==> config.mk <==
export PLATFORM = sky130hd
export DESIGN_NAME = vn_div
export DESIGN_NICKNAME = d
export VERILOG_FILES = /design/src/design/vn_pkg.sv /design/src/design/vn_div.sv
export SDC_FILE = /design/constraint.sdc
export NUM_CORES = 1
export LEC_CHECK = 0
export ABC_AREA = 1
export BUFFER_PORTS_ARGS = -buffer_cell sky130_fd_sc_hd__buf_4
export CORE_MARGIN = 4
export CORE_UTILIZATION = 40
export DETAILED_ROUTE_END_ITERATION = 10
export PLACE_DENSITY = 0.63
export SKIP_CTS_REPAIR_TIMING = 1
export SKIP_LAST_GASP = 1
export SLEW_MARGIN = 0
export SYNTH_ARGS = -nofsm -noshare
export SYNTH_HDL_FRONTEND = slang
export SYNTH_SLANG_ARGS = --single-unit
==> constraint.sdc <==
create_clock -name clock -period 2.5 [get_ports clock]
set_input_delay 0.5 -clock clock [delete_from_list [all_inputs] [get_ports clock]]
set_output_delay 0.5 -clock clock [all_outputs]
set_load 0.03 [all_outputs]
==> src/design/vn_pkg.sv <==
package vn_pkg;

   // Field widths fixed by the interface
   localparam int IN_W   = 16;
   localparam int OUT_W  = 14;
   localparam int SUM_W  = 32;
   localparam int ROOT_W = SUM_W / 2;

   // Default number of fraction bits
   localparam int FRAC_BITS_DEF = 12;

endpackage

==> src/design/vn_div.sv <==
// One divide lane: clamp(|comp| * 2^FRAC_BITS / mag) with the sign put back.
// One quotient bit per division stage, between an entry stage and an output register.
module vn_div import vn_pkg::*; #(
   parameter int FRAC_BITS = FRAC_BITS_DEF
) (
   input  logic                     clock,
   input  logic signed [IN_W-1:0]   comp,
   input  logic        [ROOT_W-1:0] mag,
   output logic        [OUT_W-1:0]  quot
);

   localparam int DW = IN_W + FRAC_BITS;
   localparam int NS = FRAC_BITS + 1;
   localparam int QW = FRAC_BITS + 1;

   logic [DW-1:0]     rem_ff [NS+1];
   logic [QW-1:0]     q_ff   [NS+1];
   logic [ROOT_W-1:0] mag_ff [NS+1];
   logic              neg_ff [NS+1];
   logic              ovf_ff [NS+1];
   logic [OUT_W-1:0]  quot_ff;

   logic [IN_W-1:0]   comp_abs;
   logic [QW-1:0]     q_sat;
   logic [IN_W-1:0]   q_ext;
   logic [IN_W-1:0]   q_signed;

   // Magnitude of the component; the most negative value comes out right as unsigned
   assign comp_abs = comp[IN_W-1] ? IN_W'(-comp) : IN_W'(comp);

   // Entry stage: quotient of 2^(FRAC_BITS+1) or more saturates anyway
   always_ff @(posedge clock) begin
      rem_ff[0] <= {comp_abs, FRAC_BITS'(0)};
      q_ff[0]   <= '0;
      mag_ff[0] <= mag;
      neg_ff[0] <= comp[IN_W-1];
      ovf_ff[0] <= {1'b0, comp_abs} >= {mag, 1'b0};
   end

   // Restoring division, quotient bit FRAC_BITS-j in stage j
   for (genvar j = 0; j < NS; j++) begin : g_bit
      localparam int K = FRAC_BITS - j;
      logic [DW-1:0] trial;
      assign trial = {{(DW-ROOT_W){1'b0}}, mag_ff[j]} << K;
      always_ff @(posedge clock) begin
         if (rem_ff[j] >= trial) begin
            rem_ff[j+1] <= rem_ff[j] - trial;
            q_ff[j+1]   <= q_ff[j] | (QW'(1) << K);
         end else begin
            rem_ff[j+1] <= rem_ff[j];
            q_ff[j+1]   <= q_ff[j];
         end
         mag_ff[j+1] <= mag_ff[j];
         neg_ff[j+1] <= neg_ff[j];
         ovf_ff[j+1] <= ovf_ff[j];
      end
   end

   // Saturate to one, restore sign, truncate to the field
   assign q_sat    = (ovf_ff[NS] || q_ff[NS] > (QW'(1) << FRAC_BITS))
                     ? (QW'(1) << FRAC_BITS) : q_ff[NS];
   assign q_ext    = IN_W'(q_sat);
   assign q_signed = neg_ff[NS] ? -q_ext : q_ext;

   always_ff @(posedge clock) begin
      quot_ff <= q_signed[OUT_W-1:0];
   end

   assign quot = quot_ff;

endmodule

==> results of run 1 <==
==> worst max-delay path: cells and delay by family (launching register included) <==
| family | cells | cell delay [ns] |
|---|---|---|
| AOI/OAI and AO/OA | 4 | 0.70 |
| adders and majority gates | 1 | 0.35 |
| buffers and inverters | 3 | 0.32 |
| DFF | 1 | 0.35 |
| and+or+nand+nor | 3 | 0.41 |
==> logic make-up (layout without fill, tap and decap cells) <==
kind of cell | after synthesis | after routing
xor+xnor | 149 | 149
fa+ha+maj | 236 | 236
buf+inv | 631 | 837
compound gates | 525 | 525
simple gates | 1988 | 1988
flops | 615 | 615
==> report_power, final <==
group	internal (mW)	switching, mW	leakage [nW]
Clock	6.03	4.24	1.13
Sequential	12.7	2.05	5.17
Combinational	7.54	13.1	11.0
Total	26.3	19.4	17.3
==> layer usage <==
layer  part of all wire [%]  global-route usage (%)
met1                     47                    27.0
met2                     44                    31.3
met4                    2.9                    6.12
met3                    6.1                    3.25
met5                      0                       0
==> synthesized netlist by cell type (all sizes together), types with 2 or more instances <==
master  number
ha         224
nand2     1179
inv        593
clkbuf       2
o21bai      15
xor2        79
nor3        53
and3         5
nand3b      34
o21a         7
fa          12
nand4       82
buf         36
o211ai       7
a21oi      262
o21ai      198
o31ai        2
nor4         9
xnor2       70
dfxtp      615
nor2       363
a31oi        4
nand3      250
or2         12
a21o        22
a21boi       5
==> flip-flops by register name, indices dropped and copies added (netlist names) <==
register / cells
quot: 14
neg_ff: 14
mag_ff: 208
ovf_ff: 14
q_ff: 91
rem_ff: 274
==> worst max-delay path by stage <==
stage,start,to,slack [ns],cells after the start
detailed placement,comp[0],ovf_ff[0],-0.32,18
CTS,mag_ff[2][20],rem_ff[1][78],0.15,11
global route,comp[1],ovf_ff[0],-0.0005,18
finish,mag_ff[2][20],rem_ff[1][68],0.21,11
floorplan,comp[0],ovf_ff[0],0.0003,17
global placement,comp[0],ovf_ff[0],-0.35,18
==> through the flow <==
stage | util (%) | worst slack, ns | std cells | TNS (ns)
after floorplan | - | 0.000302 | 4144 | 0
after global placement | 42.7 | -0.347 | 5192 | -0.347
after detailed placement | 42.7 | -0.319 | 5192 | -0.319
after CTS | 45.8 | 0.150 | 5313 | 0
after global routing | 46.0 | -0.000481 | 5328 | -0.000481
final | 46.0 | 0.214 | 5328 | 0
==> final cells by class <==
class                      instances  area [µm²]
clock buffer                      85        1860
clock inverter                    36         507
fill                            7688       41000
inverter                         593        2230
multi-input combinational       2898       15700
sequential                       615       12300
tap                              978        1220
timing repair buffer             123        1050
==> impl_metrics.tcl, run 1 <==
set metrics [dict create \
    outcome "finished clean" \
    vias 26300 \
    start_util_pct 40.2 \
    io_buffer_count 46 \
    grt_max_degree 33 \
    yosys-mux-area-fraction_pct 0 \
    synth-compound-area-share_pct 9.47 \
    ioPinCount 47 \
    setup_viol 0 \
    syn_inst 4144 \
    wl_per_cell_um 15.0 \
    reg2reg_from "mag_ff[2][20]" \
    yosysWarnings 0 \
    hold_path.class "primary input to flip-flop" \
    num-nets-final 4568 \
    skew_ns 0.0255 \
    post-dp-hpwl_um 64900 \
    reg2reg_depth 11 \
    ys_seq_area_share_pct 40.3 \
    vdd_drop_max_uv 507 \
    whs_path_depth 1 \
    synth-simple-area-share_pct 27.6 \
    antenna_found_initial 2 \
    synthFlopType "dfxtp_1" \
    critPathSlowestCell "dfxtp_1" \
    grt_overflow_total 0 \
    totalWireLength_um 80100 \
    syn-num-nets 4413 \
    r2r_end "rem_ff[1][68]" \
    fmax_mhz 437 \
    cpMostUsedCell "a21oi_1" \
    grt_pass1_wl_um 129000 \
    antenna_cells 0 \
    synth.area.top_cells "dfxtp_1 (40%), nand2_1 (14%), ha_1 (9.2%)" \
    rows 101 \
    cts.sinks 615 \
    htree_levels 3 \
    yosysTopAreaCell "dfxtp_1" \
    synthXorXnorAreaFrac_pct 4.28 \
    synth_area_um2 30500 \
    ant_nets 0 \
    path_max_fanout 25 \
    start_kind "flip-flop" \
    cts_buffers 68 \
    async_flop_share_pct 0 \
    worstSetupPathType "flip-flop to flip-flop" \
    finalPower_mw 45.7 \
    cts.reportedPaths.clkPinSlew_ns 0.06 \
    gp_congestion 0.936 \
    cp.required_ns 2.98 \
    drive_gt1_share_pct 7.24 \
    placed_area_um2 32300 \
    leakage_nw 17.3 \
    viasPerCell 4.93 \
    clkLatencyLatePin_ns 0.62 \
    drtIter0Drc 1645 \
    final_common_cell "nand2_1" \
    hold_path.startpoint "mag[15]" \
    synth_top_family_by_area "simple AND/OR/NAND/NOR gates" \
    hold_violations 0 \
    first_pass_iters 5 \
    yosys.area_share.adder_pct 9.97 \
    core_area_um2 75800 \
    grt_pass1_vias 24900 \
    syn_to_final_growth_pct 14.2 \
    relSlewSlack_pct 59.2 \
    max_stage_delay_ns 0.35 \
    dieArea_um2 80800 \
    cp_data_arrival_time_ns 2.76 \
    syn_area_per_cell_um2 7.36 \
    grt_util_all_layers_pct 19.5 \
    cap_violations 0 \
    root_buffer "clkbuf_16" \
    drcViolationCount 0 \
    clk_path_buf_depth 3 \
    synth_top_area_share_pct 40.3 \
    hold_end "mag_ff[0][15]" \
    ys_types 49 \
    crit_chain "inv_1, ha_1, a21oi_1, o21ai_2, a21oi_1, nand2_1, nand2_2, nand2_4, inv_2, buf_12, o21ai_0" \
    r2r_setup_slack_ns 0.21 \
    powerDensity_nw_per_um2 1310 \
    whs_ns 0.0289 \
    final_cell_mix "nand2_1 (1158), dfxtp_1 (615), inv_1 (582)" \
    slew_violations 0 \
    synth-seq-cells 615 \
    die_w_um 284 \
    crit_path_end_kind "flip-flop" \
    min_period_over_period_pct 91.4 \
    fin_area_um2 34900 \
    die_h_um 284 \
    min_period_ns 2.29 \
    synth-edff-count 0 \
    tritoncts "yes" \
    tightest_slew_ns 0.606 \
]
No activity file was read; power rests on OpenSTA's default activity.
==> run 2: changes to the inputs <==
--- a/config.mk
+++ b/config.mk
@@ -5,12 +5,12 @@
 export SDC_FILE = /design/constraint.sdc
 export NUM_CORES = 1
 export LEC_CHECK = 0
-export ABC_AREA = 1
+export ABC_AREA = 0
 export BUFFER_PORTS_ARGS = -buffer_cell sky130_fd_sc_hd__buf_4
 export CORE_MARGIN = 4
-export CORE_UTILIZATION = 40
+export CORE_UTILIZATION = 30
 export DETAILED_ROUTE_END_ITERATION = 10
-export PLACE_DENSITY = 0.63
+export PLACE_DENSITY = 0.52
 export SKIP_CTS_REPAIR_TIMING = 1
 export SKIP_LAST_GASP = 1
 export SLEW_MARGIN = 0
==> run 2 against run 1 <==
Effect of this change: the run now ends with negative setup slack left; sequential power about the same; power increased by 5.8%; synthesized cell count decreased by 32%; non-clock buffer count rose by 546; area after synthesis fell by 12%; clock power hardly changed; clock skew fell by 0.0068 ns; final area is 11% higher; largest power group unchanged.
==> impl_metrics.tcl, run 2 <==
set metrics [dict create \
    outcome "complete, but fails checks" \
    violations "negative setup slack" \
    synth-edff-count 0 \
    antenna_cells 0 \
    synth-seq-cells 615 \
    path_buf_inv 0 \
    leakage_nw 17.2 \
    grt_overflow_total 0 \
    path_delay_family "simple AND/OR/NAND/NOR gates" \
    tritoncts "yes" \
    min_period_ns 3.21 \
    hold_path.startpoint "comp[0]" \
    cp.required_ns 2.99 \
    tightest_slew_ns 0.549 \
    ys_top_cells_by_count "dfxtp_1 (615), inv_1 (281), ha_1 (224)" \
    whs_path_depth 2 \
    cts.reportedPaths.clkPinSlew_ns 0.06 \
    grt_util_all_layers_pct 13.0 \
    syn-num-nets 3089 \
    synth_area_um2 26800 \
    yosysMostFrequentCell "dfxtp_1" \
    io_buffer_count 46 \
    final_cell_mix "buf_4 (589), dfxtp_1 (555), inv_1 (264)" \
    vias 21500 \
    gp_congestion 0.883 \
    yosysTopAreaCell "dfxtp_1" \
    ioPinCount 47 \
    largest_reg_flops 274 \
    start_kind "flip-flop" \
    hold_path.class "primary input to flip-flop" \
    die_w_um 307 \
    root_buffer "clkbuf_16" \
    vdd_drop_max_uv 578 \
    wl_per_cell_um 14.1 \
    worstSetupPathType "flip-flop to flip-flop" \
    grt_pass1_wl_um 101000 \
    clkLatencyLatePin_ns 0.60 \
    ant_nets 0 \
    reg2reg_depth 12 \
    synthFlopType "dfxtp_1" \
    reg_top3 "rem_ff: 274 flops, mag_ff: 208 flops, q_ff: 91 flops" \
    use_met1_pct 14.6 \
    core_area_um2 88400 \
    cts.sinks 615 \
    dieArea_um2 94000 \
    cts_buffers 68 \
    syn_to_final_growth_pct 44.6 \
    grt_max_degree 31 \
    synth.area.top_cells "dfxtp_1 (46%), ha_1 (10%), inv_1 (3.9%)" \
    rows 109 \
    ys_types 79 \
    syn_area_per_cell_um2 9.49 \
    r2r_end "quot[10]" \
    async_flop_share_pct 0 \
    synth_top_area_share_pct 46.0 \
    ys_seq_area_share_pct 46.0 \
    dp_slack_ns -0.699 \
    r2r_setup_slack_ns -0.71 \
    start_util_pct 30.3 \
    die_h_um 307 \
    top_register "rem_ff" \
    slew_violations 0 \
    final_common_cell "buf_4" \
    path_max_fanout 4 \
    cap_violations 0 \
    first_pass_iters 5 \
    yosysWarnings 0 \
    antenna_found_initial 0 \
    rsz0062_at_grt "yes" \
    totalWireLength_um 66600 \
    min_period_over_period_pct 128 \
    drtIter0Drc 922 \
    crit_chain "or4_4, or3_4, or4_4, or4_4, a21oi_4, nand2_2, ha_4, nor2b_4, a31oi_4, nand3_1, o21ai_0, a21o_1" \
    use_met3_pct 1.98 \
    grt_use_met2_pct 23.8 \
    critPathSlowestCell "or4_4" \
    cpMostUsedCell "or4_4" \
    hold_violations 0 \
    drive_gt1_share_pct 36.6 \
    crit_path_end_kind "flip-flop" \
    busiest_layer "met2" \
    htree_levels 3 \
    syn_inst 2820 \
    drcViolationCount 0 \
    hold_end "rem_ff[0][12]" \
    clk_path_buf_depth 3 \
    setup_viol 114 \
    setup_ws_ns -0.709 \
    fmax_mhz 312 \
    cp_data_arrival_time_ns 3.70 \
    fin_util_pct 43.8 \
    post-dp-hpwl_um 48900 \
    skew_ns 0.0186 \
    viasPerCell 4.55 \
    relSlewSlack_pct 63.1 \
    powerDensity_nw_per_um2 1250 \
    num-nets-final 3779 \
    reg2reg_from "q_ff[1][67]" \
    max_stage_delay_ns 0.53 \
    grt_pass1_vias 20900 \
    n_fill_cell 8514 \
]
## run 2: changes by cell type in the layout (fill, tap and decap cells not counted), sizes merged, moves of 38 or more
cell / before / now
nand3: 250 / 40
a21oi: 262 / 205
o21ai: 198 / 160
inv: 600 / 284
buf: 109 / 641
nand2: 1179 / 174
o21a: 7 / 49
nor2: 363 / 183
mux2: 0 / 43
a21o: 22 / 63
xnor2: 70 / 118
nand4: 82 / 36
nand2b: 0 / 40
## run 2: area by class of cell
class | instances | area (µm²) | area share, %
flip-flops and latches | 615 | 12400 | 32.0
clock buffers | 96 | 2040 | 5.27
inverters | 281 | 1050 | 2.73
well taps | 1165 | 1460 | 3.77
multi-input cells | 1875 | 15900 | 41.0
repair buffers | 669 | 5620 | 14.5
clock inverters | 25 | 260 | 0.673
## run 2: worst max-delay path by stage
| stage | from | cells after the start | endpoint |
|---|---|---|---|
| 5_1_grt | q_ff[1][67] | 12 | quot[10] |
| 3_3_place_gp | q_ff[1][67] | 12 | quot[10] |
| 2_1_floorplan | q_ff[1][67] | 12 | quot[10] |
| 6_report | q_ff[1][67] | 12 | quot[10] |
| 3_5_place_dp | q_ff[1][67] | 12 | quot[10] |
| 4_1_cts | q_ff[1][67] | 12 | quot[10] |
## run 2: stage by stage
| step | std cells | power (mW) | setup TNS (ns) | hold slack, ns | cell area (µm²) |
|---|---|---|---|---|---|
| 2_1_floorplan | 2820 | 26.9 | -4.95 | 0.310 | 27200 |
| 3_3_place_gp | 4512 | 34.3 | -32.26 | 0.310 | 32800 |
| 3_5_place_dp | 4512 | 34.4 | -35.63 | 0.312 | 32800 |
| 4_1_cts | 4633 | 44.7 | -39.72 | -0.0414 | 35100 |
| 5_1_grt | 4726 | 51.7 | -28.52 | 0.0913 | 38700 |
| 6_report | 4726 | 48.3 | -14.51 | 0.124 | 38700 |
## run 2: per-layer routing
metal  vias up  share of wire (%)  routed length (µm)
li1      11100                  -                   -
met1      9909                 41               27500
met2       269                 52               34500
met3       158                2.3                1550
met4         0                4.6                3080
met5         -                  0                   0
## run 2: kinds of logic after synthesis
kind of cell,after synthesis,share of synthesized area (%)
muxes,44,1.85
xor gates and xnor gates,220,7.20
buffers and inverters,331,4.71
AOI/OAI and AO/OA,654,15.4
adders and majority gates,236,11.4
and+or+nand+nor,720,13.5
DFF,615,46.0
## run 2: where the power goes
part           switching (mW)  internal (mW)
Sequential               1.92           12.8
Combinational            11.1           12.5
Clock                    4.02           6.03
